[config.mk]
export PLATFORM = sky130hd
export DESIGN_NAME = radix_digit_converter_top
export DESIGN_NICKNAME = d
export VERILOG_FILES = /design/src/design/rdc_pkg.sv /design/src/design/rdc_front.sv /design/src/design/rdc_queue.sv /design/src/design/rdc_back.sv /design/src/design/radix_digit_converter_top.sv
export SDC_FILE = /design/constraint.sdc
export NUM_CORES = 1
export LEC_CHECK = 0
export BUFFER_PORTS_ARGS = -buffer_cell sky130_fd_sc_hd__buf_4
export CAP_MARGIN = 20
export CORE_UTILIZATION = 35
export CTS_CLUSTER_DIAMETER = 30
export CTS_CLUSTER_SIZE = 14
export DETAILED_ROUTE_END_ITERATION = 6
export GPL_TIMING_DRIVEN = 0
export SYNTH_ARGS = -nofsm -noshare
export SYNTH_HDL_FRONTEND = slang
export SYNTH_SLANG_ARGS = --single-unit
export TNS_END_PERCENT = 30
[constraint.sdc]
create_clock -name i_clk -period 26.8 [get_ports i_clk]
set_input_delay 5.36 -clock i_clk [delete_from_list [all_inputs] [get_ports i_clk]]
set_output_delay 5.36 -clock i_clk [all_outputs]
set_load 0.01 [all_outputs]
[src/design/rdc_pkg.sv]
// Shared types and constants for the radix digit converter.
// Used by rdc_front, rdc_queue, rdc_back and radix_digit_converter_top.
`timescale 1ns / 1ps
`default_nettype none

package rdc_pkg;

    localparam int IN_DIGITS   = 10;
    localparam int NIB_W       = 4;
    localparam int DIG_W       = NIB_W * IN_DIGITS;
    localparam int VAL_W       = DIG_W;
    localparam int BASE_W      = 4;
    localparam int CMD_W       = 2;
    localparam int POS_W       = 6;
    localparam int MAX_RESULTS = 34;

    localparam int IDX_W  = (IN_DIGITS > 1) ? $clog2(IN_DIGITS) : 1;
    localparam int NDIG_W = $clog2(IN_DIGITS + 1);

    // Long division by the output base: DIV_BITS quotient bits per cycle
    localparam int DIV_BITS  = 8;
    localparam int DIV_STEPS = (VAL_W + DIV_BITS - 1) / DIV_BITS;
    localparam int DIV_W     = DIV_STEPS * DIV_BITS;
    localparam int STEP_W    = (DIV_STEPS > 1) ? $clog2(DIV_STEPS) : 1;

    localparam int IN_TDATA_W  = ((DIG_W + 7) / 8) * 8;
    localparam int OUT_TDATA_W = ((BASE_W + POS_W + 7) / 8) * 8;

    localparam int CFG_IDX_W  = 1;
    localparam int CFG_DATA_W = BASE_W;
    localparam logic [CFG_IDX_W-1:0] REG_IN_BASE  = 1'b0;
    localparam logic [CFG_IDX_W-1:0] REG_OUT_BASE = 1'b1;

    localparam logic [BASE_W-1:0] IN_BASE_RST  = 4'd10;
    localparam logic [BASE_W-1:0] OUT_BASE_RST = 4'd2;
    localparam logic [BASE_W-1:0] BASE_MIN     = 4'd2;
    localparam logic [BASE_W-1:0] BASE_MAX     = 4'd10;

    localparam logic [CMD_W-1:0] CMD_CONVERT = 2'd0;
    localparam logic [CMD_W-1:0] CMD_DRC     = 2'd1;
    localparam logic [CMD_W-1:0] CMD_RC      = 2'd2;
    localparam logic [CMD_W-1:0] CMD_NONE    = 2'd3;

    localparam int QDEPTH  = 2;
    localparam int QPTR_W  = (QDEPTH > 1) ? $clog2(QDEPTH) : 1;
    localparam int QCNT_W  = $clog2(QDEPTH + 1);

    typedef struct packed {
        logic [CMD_W-1:0]  cmd;
        logic [DIG_W-1:0]  digits;
        logic              err;
        logic [NDIG_W-1:0] ndig;
        logic [BASE_W-1:0] b1;
        logic [BASE_W-1:0] b2;
    } t_job;

    typedef struct packed {
        logic full;
        logic empty;
    } t_q_stat;

endpackage

`default_nettype wire

[src/design/rdc_front.sv]
// Front end: base registers, input check and digit count, job push.
// Depends on rdc_pkg.
`timescale 1ns / 1ps
`default_nettype none

module rdc_front (
    input  wire logic                          i_clk,
    input  wire logic                          i_rst_n,
    input  wire logic                          i_cfg_we,
    input  wire logic [rdc_pkg::CFG_IDX_W-1:0] i_cfg_idx,
    input  wire logic [rdc_pkg::CFG_DATA_W-1:0] i_cfg_data,
    input  wire logic                          i_valid,
    output logic                               o_ready,
    input  wire logic [rdc_pkg::CMD_W-1:0]     i_cmd,
    input  wire logic [rdc_pkg::DIG_W-1:0]     i_digits,
    input  wire rdc_pkg::t_q_stat              i_q_stat,
    output logic                               o_push,
    output rdc_pkg::t_job                      o_job
);

    logic [rdc_pkg::BASE_W-1:0] r_in_base;
    logic [rdc_pkg::BASE_W-1:0] r_out_base;
    logic [rdc_pkg::BASE_W-1:0] w_b1;
    logic [rdc_pkg::BASE_W-1:0] w_b2;
    logic                       w_bad;
    logic [rdc_pkg::NDIG_W-1:0] w_ndig;

    always_ff @(posedge i_clk) begin
        if (!i_rst_n) begin
            r_in_base  <= rdc_pkg::IN_BASE_RST;
            r_out_base <= rdc_pkg::OUT_BASE_RST;
        end else if (i_cfg_we) begin
            case (i_cfg_idx)
                rdc_pkg::REG_IN_BASE:  r_in_base  <= i_cfg_data;
                rdc_pkg::REG_OUT_BASE: r_out_base <= i_cfg_data;
                default: ;
            endcase
        end
    end

    // Clamp the stored bases into 2..10
    always_comb begin
        w_b1 = r_in_base;
        if (r_in_base < rdc_pkg::BASE_MIN) w_b1 = rdc_pkg::BASE_MIN;
        if (r_in_base > rdc_pkg::BASE_MAX) w_b1 = rdc_pkg::BASE_MAX;
        w_b2 = r_out_base;
        if (r_out_base < rdc_pkg::BASE_MIN) w_b2 = rdc_pkg::BASE_MIN;
        if (r_out_base > rdc_pkg::BASE_MAX) w_b2 = rdc_pkg::BASE_MAX;
    end

    // Flag any digit not below the input base; count up to the top nonzero digit
    always_comb begin
        w_bad  = 1'b0;
        w_ndig = rdc_pkg::NDIG_W'(1);
        for (int i = 0; i < rdc_pkg::IN_DIGITS; i++) begin
            if (i_digits[i*rdc_pkg::NIB_W +: rdc_pkg::NIB_W] >= w_b1) w_bad = 1'b1;
            if (i_digits[i*rdc_pkg::NIB_W +: rdc_pkg::NIB_W] != '0)
                w_ndig = rdc_pkg::NDIG_W'(i + 1);
        end
    end

    assign o_ready = !i_q_stat.full;
    // Drop unused commands here
    assign o_push  = i_valid && !i_q_stat.full && (i_cmd != rdc_pkg::CMD_NONE);

    always_comb begin
        o_job.cmd    = i_cmd;
        o_job.digits = i_digits;
        o_job.err    = w_bad;
        o_job.ndig   = w_ndig;
        o_job.b1     = w_b1;
        o_job.b2     = w_b2;
    end

endmodule

`default_nettype wire

[src/design/rdc_queue.sv]
// Short job queue between the front end and the digit engine.
// Depends on rdc_pkg.
`timescale 1ns / 1ps
`default_nettype none

module rdc_queue (
    input  wire logic          i_clk,
    input  wire logic          i_rst_n,
    input  wire logic          i_push,
    input  wire rdc_pkg::t_job i_job,
    input  wire logic          i_pop,
    output rdc_pkg::t_job      o_head,
    output rdc_pkg::t_q_stat   o_stat
);

    rdc_pkg::t_job               r_slot [rdc_pkg::QDEPTH];
    logic [rdc_pkg::QPTR_W-1:0]  r_wr_ptr;
    logic [rdc_pkg::QPTR_W-1:0]  r_rd_ptr;
    logic [rdc_pkg::QCNT_W-1:0]  r_count;

    always_ff @(posedge i_clk) begin
        if (i_push) r_slot[r_wr_ptr] <= i_job;
    end

    always_ff @(posedge i_clk) begin
        if (!i_rst_n) begin
            r_wr_ptr <= '0;
            r_rd_ptr <= '0;
            r_count  <= '0;
        end else begin
            if (i_push) begin
                r_wr_ptr <= (r_wr_ptr == rdc_pkg::QPTR_W'(rdc_pkg::QDEPTH - 1)) ?
                            '0 : r_wr_ptr + 1'b1;
            end
            if (i_pop) begin
                r_rd_ptr <= (r_rd_ptr == rdc_pkg::QPTR_W'(rdc_pkg::QDEPTH - 1)) ?
                            '0 : r_rd_ptr + 1'b1;
            end
            if (i_push && !i_pop)      r_count <= r_count + 1'b1;
            else if (!i_push && i_pop) r_count <= r_count - 1'b1;
        end
    end

    assign o_head       = r_slot[r_rd_ptr];
    assign o_stat.full  = (r_count == rdc_pkg::QCNT_W'(rdc_pkg::QDEPTH));
    assign o_stat.empty = (r_count == '0);

    a_no_overflow: assert property (@(posedge i_clk) disable iff (!i_rst_n)
        r_count <= rdc_pkg::QCNT_W'(rdc_pkg::QDEPTH))
        else $error("job queue count above depth");

    a_pop_nonempty: assert property (@(posedge i_clk) disable iff (!i_rst_n)
        i_pop |-> (r_count != '0))
        else $error("job queue popped while empty");

endmodule

`default_nettype wire

[src/design/rdc_back.sv]
// Digit engine: Horner accumulation, long division by the output base,
// digit-wise complements, and the output register. Depends on rdc_pkg.
`timescale 1ns / 1ps
`default_nettype none

module rdc_back (
    input  wire logic                         i_clk,
    input  wire logic                         i_rst_n,
    input  wire rdc_pkg::t_job                i_head,
    input  wire rdc_pkg::t_q_stat             i_q_stat,
    output logic                              o_pop,
    output logic                              o_valid,
    input  wire logic                         i_ready,
    output logic [rdc_pkg::BASE_W-1:0]        o_digit,
    output logic [rdc_pkg::POS_W-1:0]         o_pos,
    output logic                              o_last,
    output logic                              o_status
);

    typedef enum logic [2:0] {
        S_IDLE,
        S_HORNER,
        S_DIV,
        S_COMP,
        S_EMIT
    } t_state;

    t_state                      r_state,   n_state;
    rdc_pkg::t_job               r_job,     n_job;
    logic [rdc_pkg::DIV_W-1:0]   r_val,     n_val;
    logic [rdc_pkg::BASE_W-1:0]  r_rem,     n_rem;
    logic [rdc_pkg::STEP_W-1:0]  r_step,    n_step;
    logic [rdc_pkg::IDX_W-1:0]   r_idx,     n_idx;
    logic [rdc_pkg::POS_W-1:0]   r_pos,     n_pos;
    logic                        r_carry,   n_carry;
    logic [rdc_pkg::BASE_W-1:0]  r_dig,     n_dig;
    logic                        r_last,    n_last;
    logic                        r_status,  n_status;
    logic                        r_out_valid,  n_out_valid;
    logic [rdc_pkg::BASE_W-1:0]  r_out_digit,  n_out_digit;
    logic [rdc_pkg::POS_W-1:0]   r_out_pos,    n_out_pos;
    logic                        r_out_last,   n_out_last;
    logic                        r_out_status, n_out_status;

    logic                                  w_slot;
    logic [rdc_pkg::NIB_W-1:0]             w_hdig;
    logic [rdc_pkg::NIB_W-1:0]             w_cdig;
    logic [rdc_pkg::VAL_W+rdc_pkg::BASE_W-1:0] w_mul;
    logic [rdc_pkg::DIV_BITS-1:0]          w_top;
    logic [rdc_pkg::DIV_BITS-1:0]          w_q;
    logic [rdc_pkg::BASE_W:0]              w_r;
    logic [rdc_pkg::DIV_W-1:0]             w_val_div;
    logic [rdc_pkg::BASE_W:0]              w_c;

    assign w_slot = !r_out_valid || i_ready;
    assign w_hdig = r_job.digits[{r_idx, 2'b00} +: rdc_pkg::NIB_W];
    assign w_cdig = r_job.digits[{r_pos[rdc_pkg::IDX_W-1:0], 2'b00} +: rdc_pkg::NIB_W];

    // One Horner step: value * in_base + next digit
    assign w_mul = (rdc_pkg::VAL_W + rdc_pkg::BASE_W)'(r_val[rdc_pkg::VAL_W-1:0])
                 * (rdc_pkg::VAL_W + rdc_pkg::BASE_W)'(r_job.b1)
                 + (rdc_pkg::VAL_W + rdc_pkg::BASE_W)'(w_hdig);

    // DIV_BITS restoring steps of division by out_base, top bits first
    always_comb begin
        w_top = r_val[rdc_pkg::DIV_W-1 -: rdc_pkg::DIV_BITS];
        w_r   = {1'b0, r_rem};
        w_q   = '0;
        for (int k = rdc_pkg::DIV_BITS - 1; k >= 0; k--) begin
            w_r = {w_r[rdc_pkg::BASE_W-1:0], w_top[k]};
            if (w_r >= {1'b0, r_job.b2}) begin
                w_r  = w_r - {1'b0, r_job.b2};
                w_q[k] = 1'b1;
            end
        end
        w_val_div = (r_val << rdc_pkg::DIV_BITS) | rdc_pkg::DIV_W'(w_q);
    end

    // One complement digit: (b1 - 1) - d + carry, wrapped into 0..b1-1
    always_comb begin
        w_c = {1'b0, r_job.b1} - 1'b1 - {1'b0, w_cdig} + {{rdc_pkg::BASE_W{1'b0}}, r_carry};
    end

    always_comb begin
        n_state      = r_state;
        n_job        = r_job;
        n_val        = r_val;
        n_rem        = r_rem;
        n_step       = r_step;
        n_idx        = r_idx;
        n_pos        = r_pos;
        n_carry      = r_carry;
        n_dig        = r_dig;
        n_last       = r_last;
        n_status     = r_status;
        n_out_valid  = r_out_valid && !i_ready;
        n_out_digit  = r_out_digit;
        n_out_pos    = r_out_pos;
        n_out_last   = r_out_last;
        n_out_status = r_out_status;
        o_pop        = 1'b0;

        case (r_state)
            S_IDLE: begin
                if (!i_q_stat.empty) begin
                    o_pop    = 1'b1;
                    n_job    = i_head;
                    n_pos    = '0;
                    n_status = 1'b0;
                    if (i_head.err) begin
                        n_dig    = '0;
                        n_last   = 1'b1;
                        n_status = 1'b1;
                        n_state  = S_EMIT;
                    end else if (i_head.cmd == rdc_pkg::CMD_CONVERT) begin
                        n_val   = '0;
                        n_idx   = rdc_pkg::IDX_W'(i_head.ndig - 1'b1);
                        n_state = S_HORNER;
                    end else begin
                        n_carry = (i_head.cmd == rdc_pkg::CMD_RC);
                        n_state = S_COMP;
                    end
                end
            end
            S_HORNER: begin
                n_val = rdc_pkg::DIV_W'(w_mul[rdc_pkg::VAL_W-1:0]);
                if (r_idx == '0) begin
                    n_step  = '0;
                    n_rem   = '0;
                    n_state = S_DIV;
                end else begin
                    n_idx = r_idx - 1'b1;
                end
            end
            S_DIV: begin
                n_val = w_val_div;
                n_rem = w_r[rdc_pkg::BASE_W-1:0];
                if (r_step == rdc_pkg::STEP_W'(rdc_pkg::DIV_STEPS - 1)) begin
                    n_dig   = w_r[rdc_pkg::BASE_W-1:0];
                    n_last  = (w_val_div == '0) ||
                              (r_pos == rdc_pkg::POS_W'(rdc_pkg::MAX_RESULTS - 1));
                    n_state = S_EMIT;
                end else begin
                    n_step = r_step + 1'b1;
                end
            end
            S_COMP: begin
                if (w_c >= {1'b0, r_job.b1}) begin
                    n_dig   = rdc_pkg::BASE_W'(w_c - {1'b0, r_job.b1});
                    n_carry = 1'b1;
                end else begin
                    n_dig   = w_c[rdc_pkg::BASE_W-1:0];
                    n_carry = 1'b0;
                end
                n_last  = (r_pos == rdc_pkg::POS_W'(r_job.ndig - 1'b1));
                n_state = S_EMIT;
            end
            S_EMIT: begin
                if (w_slot) begin
                    n_out_valid  = 1'b1;
                    n_out_digit  = r_dig;
                    n_out_pos    = r_pos;
                    n_out_last   = r_last;
                    n_out_status = r_status;
                    if (r_last) begin
                        n_state = S_IDLE;
                    end else begin
                        n_pos = r_pos + 1'b1;
                        if (r_job.cmd == rdc_pkg::CMD_CONVERT) begin
                            n_step  = '0;
                            n_rem   = '0;
                            n_state = S_DIV;
                        end else begin
                            n_state = S_COMP;
                        end
                    end
                end
            end
            default: n_state = S_IDLE;
        endcase
    end

    always_ff @(posedge i_clk) begin
        if (!i_rst_n) begin
            r_state     <= S_IDLE;
            r_out_valid <= 1'b0;
        end else begin
            r_state     <= n_state;
            r_out_valid <= n_out_valid;
        end
        r_job        <= n_job;
        r_val        <= n_val;
        r_rem        <= n_rem;
        r_step       <= n_step;
        r_idx        <= n_idx;
        r_pos        <= n_pos;
        r_carry      <= n_carry;
        r_dig        <= n_dig;
        r_last       <= n_last;
        r_status     <= n_status;
        r_out_digit  <= n_out_digit;
        r_out_pos    <= n_out_pos;
        r_out_last   <= n_out_last;
        r_out_status <= n_out_status;
    end

    assign o_valid  = r_out_valid;
    assign o_digit  = r_out_digit;
    assign o_pos    = r_out_pos;
    assign o_last   = r_out_last;
    assign o_status = r_out_status;

    a_err_single: assert property (@(posedge i_clk) disable iff (!i_rst_n)
        (r_out_valid && r_out_status) |-> (r_out_last && (r_out_pos == '0)))
        else $error("error result is not a single digit at position zero");

    a_rem_bound: assert property (@(posedge i_clk) disable iff (!i_rst_n)
        (r_state == S_DIV) |-> (r_rem < r_job.b2))
        else $error("division remainder not below output base");

    a_comp_cmd: assert property (@(posedge i_clk) disable iff (!i_rst_n)
        (r_state == S_COMP) |-> ((r_job.cmd == rdc_pkg::CMD_DRC) ||
                                 (r_job.cmd == rdc_pkg::CMD_RC)))
        else $error("complement step on a non-complement job");

endmodule

`default_nettype wire

[src/design/radix_digit_converter_top.sv]
// Radix digit converter top level: front end, job queue and digit engine.
// Depends on rdc_pkg, rdc_front, rdc_queue and rdc_back.
//
//  Channel    Direction  Carries
//  s_axis_*   in         tuser[1:0] command; tdata[39:0] packed BCD digits
//  m_axis_*   out        tdata[3:0] digit, [9:4] position; tlast; tuser status
//  i_cfg_*    in         index 0 in_base, index 1 out_base, 4-bit data
//
// Conversion of an n-digit input: Horner steps form the value, one input
// digit per step, then each output digit comes from long division through
// the 8-bit-per-cycle divider plus one emit. Complements alternate a
// complement step and an emit per digit; a bad digit gives one error result.
// The two-entry job queue takes new requests while the engine works.
// Reset is synchronous, active low; output stalls hold the engine in emit.
`timescale 1ns / 1ps
`default_nettype none

module radix_digit_converter_top (
    input  wire logic                               i_clk,
    input  wire logic                               i_rst_n,
    input  wire logic                               i_cfg_we,
    input  wire logic [rdc_pkg::CFG_IDX_W-1:0]      i_cfg_idx,
    input  wire logic [rdc_pkg::CFG_DATA_W-1:0]     i_cfg_data,
    input  wire logic                               s_axis_tvalid,
    output logic                                    s_axis_tready,
    input  wire logic [rdc_pkg::IN_TDATA_W-1:0]     s_axis_tdata,  // digits
    input  wire logic [rdc_pkg::CMD_W-1:0]          s_axis_tuser,  // command
    output logic                                    m_axis_tvalid,
    input  wire logic                               m_axis_tready,
    output logic [rdc_pkg::OUT_TDATA_W-1:0]         m_axis_tdata,  // digit, position
    output logic                                    m_axis_tuser,  // status
    output logic                                    m_axis_tlast
);

    rdc_pkg::t_job               w_push_job;
    rdc_pkg::t_job               w_head;
    rdc_pkg::t_q_stat            w_q_stat;
    logic                        w_push;
    logic                        w_pop;
    logic [rdc_pkg::BASE_W-1:0]  w_digit;
    logic [rdc_pkg::POS_W-1:0]   w_pos;

    rdc_front u_front (
        .i_clk      (i_clk),
        .i_rst_n    (i_rst_n),
        .i_cfg_we   (i_cfg_we),
        .i_cfg_idx  (i_cfg_idx),
        .i_cfg_data (i_cfg_data),
        .i_valid    (s_axis_tvalid),
        .o_ready    (s_axis_tready),
        .i_cmd      (s_axis_tuser),
        .i_digits   (s_axis_tdata[rdc_pkg::DIG_W-1:0]),
        .i_q_stat   (w_q_stat),
        .o_push     (w_push),
        .o_job      (w_push_job)
    );

    rdc_queue u_queue (
        .i_clk   (i_clk),
        .i_rst_n (i_rst_n),
        .i_push  (w_push),
        .i_job   (w_push_job),
        .i_pop   (w_pop),
        .o_head  (w_head),
        .o_stat  (w_q_stat)
    );

    rdc_back u_back (
        .i_clk    (i_clk),
        .i_rst_n  (i_rst_n),
        .i_head   (w_head),
        .i_q_stat (w_q_stat),
        .o_pop    (w_pop),
        .o_valid  (m_axis_tvalid),
        .i_ready  (m_axis_tready),
        .o_digit  (w_digit),
        .o_pos    (w_pos),
        .o_last   (m_axis_tlast),
        .o_status (m_axis_tuser)
    );

    assign m_axis_tdata = rdc_pkg::OUT_TDATA_W'({w_pos, w_digit});

endmodule

`default_nettype wire
# Word level (Yosys, flattened, before mapping)
# Memory sizes are Yosys's and may differ from the RTL's. A register that Yosys moved wholly into a read port is not among the register bits.
# Index checks and enable logic that the tools add are counted.
[word_totals]
ff_bits = 146
latch_bits = 0
ram_bits = 110
mem_bits_ro = 0
in_bits = 52
output_inout_bits = 20
wordCells = 244
n_memories = 1
[op_classes]
addsub = 22
mul = 1
div = 0
order_cmp = 23
n_eq_ne = 22
shifts = 2
muxes = 99
bitwise_logic = 3
reduce_logical = 46
[memory_table]
columns = ["memory", "words", "word_bits", "rd", "rd_clocked_by_memory_dff", "write_ports", "line", "rtl"]
rows = [
  ["u_queue.r_slot", 2, 55, 1, 1, 1, "rdc_queue.sv:16", "rdc_pkg::t_job r_slot [rdc_pkg::QDEPTH];"],
]
[ops]
columns = ["operator", "n"]
rows = [
  ["40-bit 2-to-1 mux", 3],
  ["40-bit case mux with 3 select lines", 1],
  ["4-bit 2-to-1 mux", 27],
  ["40-bit by 7-bit indexed part select with 4-bit output", 2],
  ["5-bit by 4-bit >= comparator with 1-bit output", 9],
  ["3-bit 2-to-1 mux", 15],
  ["40-bit by 4-bit adder with 40-bit output", 1],
  ["4-bit >= comparator", 10],
  ["40-bit logical NOT", 1],
  ["40-bit by 4-bit multiplier with 40-bit output", 1],
  ["40-bit by 8-bit bitwise OR with 40-bit output", 1],
  ["1-bit 2-to-1 mux", 37],
  ["4-bit nonzero test", 9],
  ["4-bit subtractor", 9],
  ["4-bit case mux with 3 select lines", 2],
  ["4-bit AND reduction", 5],
  ["6-bit 2-to-1 mux", 3],
  ["3-bit case mux with 5 select lines", 1],
  ["2-bit inequality test (second input constant)", 7],
  ["2-bit by 1-bit inequality test with 1-bit output (second input constant)", 6],
  ["6-bit case mux with 2 select lines", 1],
  ["2-bit 2-to-1 mux", 5],
  ["5-bit AND reduction", 2],
  ["4-bit by 1-bit subtractor with 5-bit output (second input constant)", 2],
  ["other kinds (31)", 58],
]

# Depth between registers and ports, before layout
# Gate-level depths: netlist of the first run.
[logic_depth]
depth_word = 21
mapped_depth = 65
mapped_depth_nobuf = 63

# Hierarchy
# Synthesis of the first run repeated with hierarchy kept, for this count alone.
[unflattened]
cells_unflattened = 1685
hier_area_um2 = 18681.7
[by_module_without_submodules]
columns = ["module", "n_inst", "cells_each", "area_each_um2", "seq_area_each_um2"]
rows = [
  ["rdc_back", 1, 1271, 12742.2, 3983.8],
  ["rdc_queue", 1, 193, 4205.3, 3403.3],
  ["rdc_front", 1, 214, 1685.4, 160.2],
  ["radix_digit_converter_top", 1, 7, 48.8, 0.0],
]

# Worst setup path before layout of the first run
# OpenSTA, ideal clock, no wires.
[synth_timing]
path_type = "reg2reg"
startpoint = "register u_back.r_job[1] (netlist name)"
endpoint = "register u_back.r_dig[2] (netlist name) (data pin)"
setup_ns = 0.158
arrival_time_ns = 11.911
t_required_ns = 26.642
path_slack_ns = 14.731
stages_incl_launch_ff = 60
n_path_buf = 2
period_less_slack_ns = 12.069
path_cell_list = "edfxtp_1 > inv_1 > ha_1 > nand2b_2 > a21boi_1 > nor2_2 > a21oi_1 > inv_1 > ha_1 > a211oi_1 > o21bai_1 > a21oi_2 > mux2_2 > inv_1 > ha_1 > a21o_1 > a21o_1 > a21oi_1 > [... 24 more ...] > a211oi_1 > a21o_1 > nand2_1 > o221a_2 > ha_1 > nor2b_1 > o21ai_0 > nand2b_1 > a31oi_1 > and3_1 > clkbuf_1 > o32a_1 > inv_1 > ha_1 > a21o_1 > a21o_1 > a211o_1 > o211ai_1"
[synth_via]
elab_chain_cells = 18
word_cells_on_any_way = 26
classes_between = "add/sub (8); order compare (8); mux (10)"
[synth_rtl]
columns = ["item", "line", "rtl"]
rows = [
  ["from (decl)", "rdc_back.sv:29", "rdc_pkg::t_job r_job, n_job;"],
  ["from (signal assigned)", "rdc_back.sv:191", "r_job <= n_job;"],
  ["4-bit subtractor / 5-bit by 4-bit >= comparator with 1-bit output (equally long branches)", "rdc_back.sv:72, rdc_back.sv:71", ""],
  ["4-bit 2-to-1 mux", "rdc_back.sv:71", "if (w_r >= {1'b0, r_job.b2}) begin"],
  ["4-bit subtractor / 5-bit by 4-bit >= comparator with 1-bit output (equally long branches)", "rdc_back.sv:72, rdc_back.sv:71", ""],
  ["4-bit 2-to-1 mux", "rdc_back.sv:71", ""],
  ["4-bit subtractor / 5-bit by 4-bit >= comparator with 1-bit output (equally long branches)", "rdc_back.sv:72, rdc_back.sv:71", ""],
  ["4-bit 2-to-1 mux", "rdc_back.sv:71", ""],
  ["5-bit by 4-bit >= comparator with 1-bit output / 4-bit subtractor (equally long branches)", "rdc_back.sv:71, rdc_back.sv:72", ""],
  ["4-bit 2-to-1 mux", "rdc_back.sv:71", ""],
  ["[... 3 more ...]", "n/a", ""],
  ["4-bit 2-to-1 mux", "rdc_back.sv:71", ""],
  ["5-bit by 4-bit >= comparator with 1-bit output / 4-bit subtractor (equally long branches)", "rdc_back.sv:71, rdc_back.sv:72", ""],
  ["4-bit 2-to-1 mux", "rdc_back.sv:71", ""],
  ["4-bit subtractor / 5-bit by 4-bit >= comparator with 1-bit output (equally long branches)", "rdc_back.sv:72, rdc_back.sv:71", ""],
  ["4-bit 2-to-1 mux *", "rdc_back.sv:71", ""],
  ["4-bit 2-to-1 mux *", "rdc_back.sv:138", "if (r_step == rdc_pkg::STEP_W'(rdc_pkg::DIV_STEPS - 1)) begin"],
  ["4-bit case mux with 3 select lines *", "rdc_back.sv:103", "case (r_state)"],
  ["named net u_back.n_dig, one bit", "rdc_back.sv:36", "logic [rdc_pkg::BASE_W-1:0] r_dig, n_dig;"],
  ["to (signal assigned)", "rdc_back.sv:198", "r_dig <= n_dig;"],
  ["to (decl)", "rdc_back.sv:36", ""],
]
# Mark *: on every way through the listed nets, which the timed path passes. The rest lies on a longest branch. The select of a mux whose other input is x is not followed.
# A chain may end at the register's enable or synchronous reset.

# Final worst setup path of the first run
[layout_timing]
startpoint = "register u_back.r_job[1] (netlist name)"
endpoint = "register u_back.r_rem[0] (netlist name) (data pin)"
[layout_via]
elab_chain_cells = 17
word_cells_on_any_way = 24
classes_between = "add/sub (7); order compare (8); mux (9)"
[layout_rtl]
columns = ["item", "line", "rtl"]
rows = [
  ["4-bit subtractor / 5-bit by 4-bit >= comparator with 1-bit output (equally long branches)", "rdc_back.sv:72, rdc_back.sv:71", ""],
  ["4-bit 2-to-1 mux", "rdc_back.sv:71", ""],
  ["4-bit subtractor / 5-bit by 4-bit >= comparator with 1-bit output (equally long branches)", "rdc_back.sv:72, rdc_back.sv:71", ""],
  ["4-bit 2-to-1 mux", "rdc_back.sv:71", ""],
  ["4-bit subtractor / 5-bit by 4-bit >= comparator with 1-bit output (equally long branches)", "rdc_back.sv:72, rdc_back.sv:71", ""],
  ["4-bit 2-to-1 mux", "rdc_back.sv:71", ""],
  ["5-bit by 4-bit >= comparator with 1-bit output / 4-bit subtractor (equally long branches)", "rdc_back.sv:71, rdc_back.sv:72", ""],
  ["4-bit 2-to-1 mux", "rdc_back.sv:71", ""],
  ["4-bit subtractor / 5-bit by 4-bit >= comparator with 1-bit output (equally long branches)", "rdc_back.sv:72, rdc_back.sv:71", ""],
  ["4-bit 2-to-1 mux", "rdc_back.sv:71", ""],
  ["4-bit subtractor / 5-bit by 4-bit >= comparator with 1-bit output (equally long branches)", "rdc_back.sv:72, rdc_back.sv:71", ""],
  ["4-bit 2-to-1 mux", "rdc_back.sv:71", ""],
  ["4-bit subtractor / 5-bit by 4-bit >= comparator with 1-bit output (equally long branches)", "rdc_back.sv:72, rdc_back.sv:71", ""],
  ["4-bit 2-to-1 mux", "rdc_back.sv:71", ""],
  ["5-bit by 4-bit >= comparator with 1-bit output *", "rdc_back.sv:71", ""],
  ["4-bit 2-to-1 mux *", "rdc_back.sv:71", ""],
  ["4-bit case mux with 3 select lines *", "rdc_back.sv:103", ""],
  ["to (signal assigned)", "rdc_back.sv:193", "r_rem <= n_rem;"],
  ["to (decl)", "rdc_back.sv:31", "logic [rdc_pkg::BASE_W-1:0] r_rem, n_rem;"],
]
# Every way passes the cells marked *; elsewhere a longest branch is shown, timed or not.

==> results of run 1 <==
sequential cells by signal, summed over array words and instances (netlist names), 6 cells and up, named ones only:
| signal | cells |
|---|---|
| u_back.r_pos | 6 |
| u_back.o_pos | 6 |
| u_queue.r_slot | 110 |
| u_back.r_job | 54 |
| u_back.r_val | 40 |
layer usage:
metal,track usage,wire (um)
met3,0.0376,2720
met5,0,0
met1,0.226,20600
met4,0.0689,1320
met2,0.294,22300
per-stage QoR:
stage	hold WS, ns	utilization	setup slack, ns	cells	area (sq um)
finish	0.429	0.424	11.91	2581	22300
global route	0.430	0.424	10.69	2581	22300
CTS	0.432	0.424	11.93	2580	22200
detailed placement	0.422	0.381	11.99	2462	20000
global placement	0.408	0.380	12.24	2459	19900
floorplan	0.400	-	14.73	1706	18600
cells in the mapped netlist, drive strengths merged, types with 4 or more instances:
cell type / instances
a21boi: 16
buf: 16
a211o: 5
o22ai: 6
xor2: 36
a221oi: 5
a21o: 37
or4: 7
edfxtp: 240
xnor2: 35
nor2b: 20
o21a: 18
ha: 165
mux4: 16
mux2i: 24
o21bai: 7
nand4: 10
and2: 47
nand3: 24
clkbuf: 43
or3: 6
nand2: 206
a21oi: 72
nor3: 14
o22a: 4
dfxtp: 17
and3: 8
fa: 86
o32ai: 4
o21ai: 89
nor2: 84
inv: 148
nand2b: 32
a211oi: 12
nor4: 19
o211ai: 11
a31oi: 7
mux2: 65
how the worst min path moves through the flow:
| stage | slack (ns) | cells past startpoint | to | start |
|---|---|---|---|---|
| 4_1_cts | 0.43 | 0 | u_back.o_digit[0] | u_back.r_dig[0] |
| 3_5_place_dp | 0.42 | 0 | u_back.o_digit[3] | u_back.r_dig[3] |
| 2_1_floorplan | 0.40 | 0 | u_back.o_digit[0] | u_back.r_dig[0] |
| 3_3_place_gp | 0.41 | 0 | u_back.o_digit[3] | u_back.r_dig[3] |
| 6_report | 0.43 | 0 | u_back.o_digit[1] | u_back.r_dig[1] |
| 5_1_grt | 0.43 | 0 | u_back.o_digit[3] | u_back.r_dig[3] |
kinds of logic (layout without fill, tap and decap cells):
logic type / Yosys count / after routing / synth area share
AO/OA/AOI/OAI: 322 / 322 / 0.115
XOR/XNOR: 71 / 71 / 0.0335
adder cells (fa/ha/maj): 251 / 251 / 0.204
buffers and inverters: 209 / 396 / 0.0436
flip-flops: 257 / 257 / 0.407
multiplexers: 105 / 105 / 0.0731
other: 1 / 6 / 0.000202
AND/OR/NAND/NOR: 485 / 485 / 0.124
worst max-delay path, delay by kind of cell (launching register included):
kind,cells,cell delay (ns)
compound gates,30,7.25
fa+ha+maj,8,2.58
simple gates,13,2.11
buf+inv,7,1.31
flops,1,0.88
mux,1,0.43
layout make-up:
class,count,area (sq um),share of cell area
multi-input combinational,1240,10200,0.460
sequential,257,7550,0.339
clock buffer,79,1770,0.0797
tap,688,861,0.0387
inverter,150,563,0.0253
timing repair buffer,69,559,0.0251
clock inverter,39,469,0.0211
buffer,59,245,0.0110
==> summary.txt, run 1 <==
STA
  – RSZ-0062 raised after global routing: no
  – # setup viols final: 0
  – Minimum clock period: 14.89 ns
  – Least-Margin Pin Slew: 0.915 ns
  – Maximum operating frequency: 67.2 MHz
  – Setup tns final: 0 ns
  – Crit share post-route: 0.556
  – Final-report hold violation count: 0
  – Clock Skews: 0.0281 ns
  – Rel. slew slack: 0.382
  – Slew Limit Fails: 0

Global routing
  – Initial antenna violation count: 0
  – Total GRT Usage: 0.178
  – Gr ovfl total: 0
  – First-pass GRT wire length: ~75000 um
  – Pin count of the biggest net entering global routing: between 50 and 60
  – Number of global-route vias before repair: 13900

Layout
  – Fillers: ~4900
  – Most common cell after layout, fill and taps aside: edfxtp_1
  – Area growth, synth to finish: 19.9%
  – Antenna cells: 0
  – Commonest non-fill, non-tap cells in the layout: edfxtp_1 (240), nand2_1 (206), ha_1 (165)
  – Nets: 2147
  – Layout cells sized above 1: 0.147

Setup path
  – Slowest stage delay, CP: 0.88 ns
  – Setup crit start kind: register
  – WS Path Type: reg -> reg
  – Worst R2R Setup Slack: 11.91 ns
  – FF-to-FF path depth: 59
  – Slowest cell on the critical path: edfxtp_1
  – CP Capture Type: register
  – CP arrival: ~15 ns
  – Crit-path max FO: 10
  – Top cell by count, worst path: ha_1
  – Crit. Startpoint: u_back.r_job[1]
  – Req. time, crit path: 27.06 ns
  – FF-to-FF Start: u_back.r_job[1]
  – Capture point of the worst reg-to-reg path: u_back.r_rem[0]
  – Worst Setup EP: u_back.r_rem[0]

Floorplanning
  – Initial Util: 0.354
  – Die area: 53900 sq um
  – DIE WIDTH: between 200 and 250 um
  – Die H: 232 um
  – Row Count: 84
  – Core area: between 50000 and 60000 sq um
  – Ports: 72

Run status
  – Status: completed

CTS
  – Root buf cell: clkbuf_16
  – # H-tree levels: 3
  – Post-CTS setup buffers: 0
  – Worst-Skew Late Latency: roughly 0.56 ns
  – CTS clk-pin slew, worst paths: 0.04 ns
  – Post-CTS Resized: 0
  – Clock tree buffer depth: 3
  – Cts hold-fix bufs: 0
  – CTS tree: done
  – Cts bufs inserted: 67
  – Sinks on Clock Net: 257

Drt
  – Detailed Route Iter0 Violations: about 820
  – Post-route DRC: 0
  – Vias: about 13000
  – TritonRoute pass-1 iters: 5
  – Avg WL per Cell: 18.2 um
  – Vias/cell: 5.21
  – Routed WL: 47000 um
  – Antenna viol nets, final: 0

Logic synthesis
  – Unique masters post-synth: 83
  – Cell Area, Synth: between 15000 and 20000 sq um
  – Most used DFF post-synth: edfxtp_1
  – Post-synth EDFFs: 240
  – Synth area leader: edfxtp_1
  – Post-synth ARST share: 0
  – Syn avg cell area: between 10 and 15 sq um
  – Syn Inst Count: 1701
  – FF+latch count, synth: 257
  – Dominant cells by area after synthesis: edfxtp_1 (39%), ha_1 (11%), fa_1 (9.3%), nand2_1 (4.2%), mux2_2 (3.8%)
  – Synth Warn #: 0
  – Register area share after synthesis: 0.407
  – Post-synth top area share: 0.388

Job
  – Maxcap violations: 0

Place
  – GPL Wtd Cong: 0.915
  – Port Buffers: 65
  – Detail Placement HPWL: 35000 um

Min path
  – Hold WC Path Type: reg -> reg
Power of run 1 is not shown: default switching activity piles up to over one toggle a cycle in this logic, so the estimate is an artifact.
==> run 2, diff against run 1 <==
--- a/config.mk
+++ b/config.mk
@@ -5,6 +5,7 @@
 export SDC_FILE = /design/constraint.sdc
 export NUM_CORES = 1
 export LEC_CHECK = 0
+export ABC_AREA = 1
 export BUFFER_PORTS_ARGS = -buffer_cell sky130_fd_sc_hd__buf_4
 export CAP_MARGIN = 20
 export CORE_UTILIZATION = 35
==> constraint.sdc (replaced) <==
create_clock -name i_clk -period 12 [get_ports i_clk]
set_input_delay 2.4 -clock i_clk [delete_from_list [all_inputs] [get_ports i_clk]]
set_output_delay 2.4 -clock i_clk [all_outputs]
set_load 0.01 [all_outputs]
==> summary.txt, run 2 <==
Place
  – Placed cells: 2778 (was 2462)
  – Detail Placement HPWL: 36400 um (was 35000 um)
  – Port Buffers: 65 (unchanged)
  – GPL Wtd Cong: 0.916 (was 0.915)
  – Dpl ws: -1.28 ns (was 11.99 ns)

Logic synthesis
  – Most common cell in the netlist: nand2_1 (was edfxtp_1)
  – Synth top cells by count: nand2_1 (406), inv_1 (334), edfxtp_1 (240) (was edfxtp_1 (240), nand2_1 (206), ha_1 (165))
  – Syn avg cell area: 9.28 sq um (was 10.9 sq um)
  – Post-synthesis compound-gate area fraction: 0.104 (was 0.115)
  – Adder-Cell Fraction of Synth Area: 0.203 (was 0.204)
  – FF+latch count, synth: 257 (unchanged)
  – Post-synth EDFFs: 240 (unchanged)
  – Post-synth ARST share: 0 (unchanged)
  – Cell Area, Synth: 18700 sq um (was 18600 sq um)
  – Largest family of logic cells by synthesized area: adder cells (unchanged)
  – Synth area leader: edfxtp_1 (unchanged)
  – Most used DFF post-synth: edfxtp_1 (unchanged)
  – Dominant cells by area after synthesis: edfxtp_1 (39%), ha_1 (11%), fa_1 (9.2%), nand2_1 (8.2%), inv_1 (6.7%) (was edfxtp_1 (39%), ha_1 (11%), fa_1 (9.3%), nand2_1 (4.2%), mux2_2 (3.8%))
  – Syn Inst Count: 2013 (was 1701)
  – Unique masters post-synth: 54 (was 83)
  – Synth Area in XOR/XNOR: 0.0225 (was 0.0335)
  – Register area share after synthesis: 0.404 (was 0.407)
  – Post-synth top area share: 0.386 (was 0.388)
  – Proportion of synthesized area in mux cells: 0.0330 (was 0.0731)
  – Synth Warn #: 0 (unchanged)
  – Simple-gate share of the synthesized area: 0.154 (was 0.124)

Layout
  – Area growth, synth to finish: 21.1% (was 19.9%)
  – Utilization after layout: 0.429 (was 0.424)
  – Max reg flops: 110 (unchanged)
  – Most flops, register: u_queue.r_slot (unchanged)
  – Post-route insts no fill: 2913 (was 2581)
  – Layout cells sized above 1: 0.140 (was 0.147)
  – Most common cell after layout, fill and taps aside: nand2_1 (was edfxtp_1)
  – Nets: 2479 (was 2147)
  – Biggest registers after layout: u_queue.r_slot x110, u_back.r_job x54, u_back.r_val x40 (unchanged)
  – Antenna cells: 0 (unchanged)
  – Commonest non-fill, non-tap cells in the layout: nand2_1 (405), inv_1 (331), edfxtp_1 (240) (was edfxtp_1 (240), nand2_1 (206), ha_1 (165))

Global routing
  – First-pass GRT wire length: 76600 um (was 74800 um)
  – M1 GR Usage: 0.227 (was 0.226)
  – Initial antenna violation count: 0 (unchanged)
  – Pin count of the biggest net entering global routing: 31 (was 56)
  – M3 GR Usage: 0.0248 (was 0.0376)
  – Gr ovfl total: 0 (unchanged)
  – GR Layer Usage met2: 0.310 (was 0.294)
  – Busiest grt layer: met2 (unchanged)
  – Number of global-route vias before repair: 14700 (was 13900)
  – Total GRT Usage: 0.179 (was 0.178)

Floorplanning
  – Initial Util: 0.355 (was 0.354)
  – Ports: 72 (unchanged)
  – Core area: 52700 sq um (was 52400 sq um)
  – Die area: 54300 sq um (was 53900 sq um)
  – Die H: 233 um (was 232 um)
  – Row Count: 84 (unchanged)
  – DIE WIDTH: 233 um (was 232 um)

STA
  – Maximum operating frequency: 89.3 MHz (was 67.2 MHz)
  – Clock Skews: 0.0553 ns (was 0.0281 ns)
  – Final setup margin: 0.804 ns (was 11.91 ns)
  – # setup viols final: 0 (unchanged)
  – Minimum clock period: 11.20 ns (was 14.89 ns)
  – Slew Limit Fails: 0 (unchanged)
  – Rel. slew slack: 0.365 (was 0.382)
  – Final-report hold violation count: 0 (unchanged)
  – Crit share post-route: 0.933 (was 0.556)
  – Least-Margin Pin Slew: 0.946 ns (was 0.915 ns)

Setup path
  – WS Path Type: reg -> reg (unchanged)
  – Capture point of the worst reg-to-reg path: u_back.r_dig[3] (was u_back.r_rem[0])
  – Slowest stage delay, CP: 0.41 ns (was 0.88 ns)
  – CP arrival: 11.52 ns (was 15.15 ns)
  – FF-to-FF path depth: 80 (was 59)
  – FF-to-FF Start: u_back.r_job[1] (unchanged)
  – Slowest cell on the critical path: edfxtp_1 (unchanged)
  – Top cell by count, worst path: nand2_1 (was ha_1)
  – CP Capture Type: register (unchanged)
  – Req. time, crit path: 12.32 ns (was 27.06 ns)
  – Crit-path max FO: 8 (was 10)
  – Setup crit start kind: register (unchanged)
  – Worst R2R Setup Slack: 0.80 ns (was 11.91 ns)

CTS
  – # H-tree levels: 2 (was 3)
  – Cts bufs inserted: 58 (was 67)
  – Sinks on Clock Net: 257 (unchanged)
  – Root buf cell: clkbuf_16 (unchanged)
  – Cts hold-fix bufs: 0 (unchanged)
  – CTS clk-pin slew, worst paths: 0.04 ns (about the same)
  – CTS tree: done (unchanged)
  – Clock tree buffer depth: 3 (unchanged)
  – Worst-Skew Late Latency: 0.62 ns (was 0.56 ns)

Drt
  – Detailed Route Iter0 Violations: 1014 (was 824)
  – Antenna viol nets, final: 0 (unchanged)
  – Avg WL per Cell: 16.4 um (was 18.2 um)
  – Vias: 14500 (was 13400)
  – TritonRoute pass-1 iters: 5 (unchanged)
  – Post-route DRC: 0 (unchanged)
  – Vias/cell: 4.96 (was 5.21)
  – Routed WL: 47600 um (was 47000 um)

Min path
  – Hold WC Path Type: reg -> reg (unchanged)
  – Worst Hold Depth: 0 (unchanged)
  – Hold Startpoint: u_back.r_status (was u_back.r_dig[1])
  – Hold EP: u_back.o_status (was u_back.o_digit[1])

Run status
  – Status: completed (unchanged)

Job
  – Maxcap violations: 0 (unchanged)
==> run 2: worst max path at each step <==
stage | start | end | slack [ns] | cells after the start
after floorplan | u_back.r_job[1] | u_back.r_dig[3] | 0.93 | 79
after CTS | u_back.r_job[2] | u_back.r_dig[3] | 0.009 | 79
final | u_back.r_job[1] | u_back.r_dig[3] | 0.80 | 80
after detailed placement | u_back.r_job[1] | u_back.r_dig[3] | -1.28 | 79
after global placement | u_back.r_job[1] | u_back.r_dig[3] | -0.74 | 79
after global routing | u_back.r_job[1] | u_back.r_dig[3] | -0.12 | 80
==> run 2: cell type report <==
type / instances / area [sq um]
Clock buffer: 63 / 1470
Buffer: 52 / 219
Tap cell: 688 / 861
Clock inverter: 46 / 637
Multi-Input combinational cell: 1371 / 9800
Fill cell: 4987 / 30000
Timing Repair Buffer: 98 / 802
Inverter: 338 / 1280
Sequential cell: 257 / 7550
==> run 2: kinds of logic after synthesis <==
| family | after synthesis |
|---|---|
| other | 1 |
| buffers and inverters | 390 |
| DFF | 257 |
| AOI/OAI and AO/OA | 351 |
| and+or+nand+nor | 660 |
| xor gates and xnor gates | 48 |
| muxes | 55 |
| adders and majority gates | 251 |
==> run 2: stage by stage <==
step	instance area, sq um	TNS (ns)	hold WS, ns
after global routing	22600	-0.811	0.450
after detailed placement	20200	-12.49	0.414
final	22600	0	0.419
after CTS	22300	0	0.424
after floorplan	18700	0	0.400
after global placement	20000	-7.02	0.411
==> run 2: critical path, delay by kind of cell, from the launching register on <==
kind	cells	cell delay, ns
flops	1	0.41
fa+ha+maj	8	2.50
compound gates	9	1.47
simple gates	49	5.19
buf+inv	14	1.37
==> run 2: timing repair <==
item	4_1_cts	5_1_grt
pin swaps	0	8
setup buffers	1	25
gates resized for setup	7	15
endpoints found under the setup margin	10	10
==> run 2: per-layer routing <==
layer,share of wire,wire [um],vias to the layer above
li1,-,-,7096
met2,0.50,23700,336
met1,0.43,20700,6958
met3,0.044,2100,73
met4,0.024,1160,0
met5,0,0,-
Power of run 2 is left out for the same reason.
==> run 3, diff against run 2 <==
--- a/config.mk
+++ b/config.mk
@@ -8,7 +8,8 @@
 export ABC_AREA = 1
 export BUFFER_PORTS_ARGS = -buffer_cell sky130_fd_sc_hd__buf_4
 export CAP_MARGIN = 20
-export CORE_UTILIZATION = 35
+export CORE_UTILIZATION = 40
+export CTS_BUF_LIST = sky130_fd_sc_hd__clkbuf_4 sky130_fd_sc_hd__clkbuf_8
 export CTS_CLUSTER_DIAMETER = 30
 export CTS_CLUSTER_SIZE = 14
 export DETAILED_ROUTE_END_ITERATION = 6
==> summary.txt, run 3 (same netlist as run 2, synthesis figures left out) <==
STA
  – # setup viols final: 0 (unchanged)
  – Least-Margin Pin Slew: 1.04 ns (was 0.946 ns)
  – Rel. slew slack: 0.300 (was 0.365)
  – Crit share post-route: 0.919 (was 0.933)
  – Clock Skews: 0.0564 ns (was 0.0553 ns)
  – Maximum operating frequency: 90.6 MHz (was 89.3 MHz)
  – Minimum clock period: 11.03 ns (was 11.20 ns)
  – Final-report hold violation count: 0 (unchanged)
  – Slew Limit Fails: 0 (unchanged)

Drt
  – Post-route DRC: 0 (unchanged)
  – Vias: 14500 (about the same)
  – Detailed Route Iter0 Violations: 781 (was 1014)
  – Avg WL per Cell: 16.5 um (was 16.4 um)
  – Routed WL: 46800 um (was 47600 um)
  – Antenna viol nets, final: 0 (unchanged)
  – TritonRoute pass-1 iters: 5 (unchanged)
  – Vias/cell: 5.12 (was 4.96)

CTS
  – Clock tree buffer depth: 3 (unchanged)
  – CTS clk-pin slew, worst paths: 0.06 ns (was 0.04 ns)
  – # H-tree levels: 2 (unchanged)
  – CTS tree: done (unchanged)
  – Cts bufs inserted: 60 (was 58)
  – Worst-Skew Late Latency: 0.67 ns (was 0.62 ns)
  – Cts hold-fix bufs: 0 (unchanged)
  – Sinks on Clock Net: 257 (unchanged)
  – Root buf cell: clkbuf_8 (was clkbuf_16)

Min path
  – Hold WC Path Type: reg -> reg (unchanged)
  – Worst Hold Depth: 0 (unchanged)

Place
  – GPL Wtd Cong: 0.930 (was 0.916)
  – Port Buffers: 65 (unchanged)
  – Detail Placement HPWL: 35600 um (was 36400 um)
  – Placed cells: 2691 (was 2778)

Setup path
  – Slowest cell on the critical path: edfxtp_1 (unchanged)
  – Capture point of the worst reg-to-reg path: u_back.r_dig[2] (was u_back.r_dig[3])
  – CP Capture Type: register (unchanged)
  – Worst R2R Setup Slack: 0.97 ns (was 0.80 ns)
  – Crit. Startpoint: u_back.r_job[1] (unchanged)
  – Setup crit start kind: register (unchanged)
  – WS Path Type: reg -> reg (unchanged)
  – Worst Setup EP: u_back.r_dig[2] (was u_back.r_dig[3])
  – Crit-path max FO: 9 (was 8)
  – Top cell by count, worst path: nand2_1 (unchanged)
  – CP arrival: 11.41 ns (was 11.52 ns)
  – Slowest stage delay, CP: 0.42 ns (was 0.41 ns)
  – Req. time, crit path: 12.37 ns (was 12.32 ns)
  – FF-to-FF path depth: 80 (unchanged)
  – FF-to-FF Start: u_back.r_job[1] (unchanged)

Layout
  – Antenna cells: 0 (unchanged)
  – Most flops, register: u_queue.r_slot (unchanged)
  – Most common cell after layout, fill and taps aside: nand2_1 (unchanged)
  – Biggest registers after layout: u_queue.r_slot x110, u_back.r_job x54, u_back.r_val x40 (unchanged)
  – Area growth, synth to finish: 17.1% (was 21.1%)
  – Post-route insts no fill: 2827 (was 2913)
  – Nets: 2478 (was 2479)
  – Layout cells sized above 1: 0.145 (was 0.140)
  – Max reg flops: 110 (unchanged)
  – Commonest non-fill, non-tap cells in the layout: nand2_1 (405), inv_1 (331), edfxtp_1 (240) (unchanged)

Global routing
  – GR Layer Usage met2: 0.342 (was 0.310)
  – Busiest grt layer: met2 (unchanged)
  – Pin count of the biggest net entering global routing: 29 (was 31)
  – Initial antenna violation count: 1 (was 0)
  – First-pass GRT wire length: 75600 um (was 76600 um)
  – Number of global-route vias before repair: 14600 (was 14700)
  – Gr ovfl total: 0 (unchanged)
  – M3 GR Usage: 0.0283 (was 0.0248)
  – Total GRT Usage: 0.201 (was 0.179)
  – M1 GR Usage: 0.260 (was 0.227)

Floorplanning
  – Die area: 47600 sq um (was 54300 sq um)
  – Die H: 218 um (was 233 um)
  – Row Count: 78 (was 84)
  – Core area: 45700 sq um (was 52700 sq um)
  – Initial Util: 0.409 (was 0.355)
  – Ports: 72 (unchanged)
  – DIE WIDTH: 218 um (was 233 um)

Run status
  – Status: completed (unchanged)

Job
  – Maxcap violations: 0 (unchanged)
[run 3: metal layers]
layer	wire length, um	vias up
met1	21000	6933
met2	22500	364
li1	-	7090
met4	1190	0
met5	0	-
met3	2040	77
[run 3: how the worst min path moves through the flow]
stage	start	endpoint	slack, ns
floorplan	u_back.r_dig[0]	u_back.o_digit[0]	0.40
global placement	u_back.r_dig[0]	u_back.o_digit[0]	0.41
detailed placement	u_back.r_status	u_back.o_status	0.42
CTS	u_back.r_status	u_back.o_status	0.42
global route	u_back.r_status	u_back.o_status	0.43
finish	u_back.r_status	u_back.o_status	0.42
[run 3: what timing repair did]
item | 4_1_cts | 5_1_grt
setup buffers | 1 | 20
gates resized for setup | 5 | 18
pin swaps | 0 | 6
gates cloned | 0 | 0
setup endpoints to repair | 10 | 10
[run 3: final cells by class]
cell class | count | area, sq um
Timing Repair Buffer | 95 | 820
Multi-Input combinational cell | 1371 | 9810
Inverter | 338 | 1280
Clock inverter | 40 | 489
Fill cell | 4387 | 23800
Sequential cell | 257 | 7550
Tap cell | 600 | 751
Buffer | 52 | 219
Clock buffer | 74 | 956
[run 3: critical path: cells and delay by family (launching register included)]
family | cells | cell delay [ns]
buffers and inverters | 13 | 1.24
AND/OR/NAND/NOR | 50 | 5.15
adder cells (fa/ha/maj) | 8 | 2.46
flip-flops | 1 | 0.42
AO/OA/AOI/OAI | 9 | 1.44
[run 3: through the flow]
step                hold slack, ns  TNS (ns)  area, sq um  setup WS [ns]  utilization
CTS                          0.423         0        21600         0.0745        0.473
global placement             0.410     -7.43        19900         -0.791        0.436
detailed placement           0.417    -10.25        20100          -1.08        0.441
floorplan                    0.400         0        18700          0.931            -
global route                 0.426  -0.00807        21900       -0.00807        0.479
finish                       0.423         0        21900          0.968        0.479
Power of run 3 is left out for the same reason.
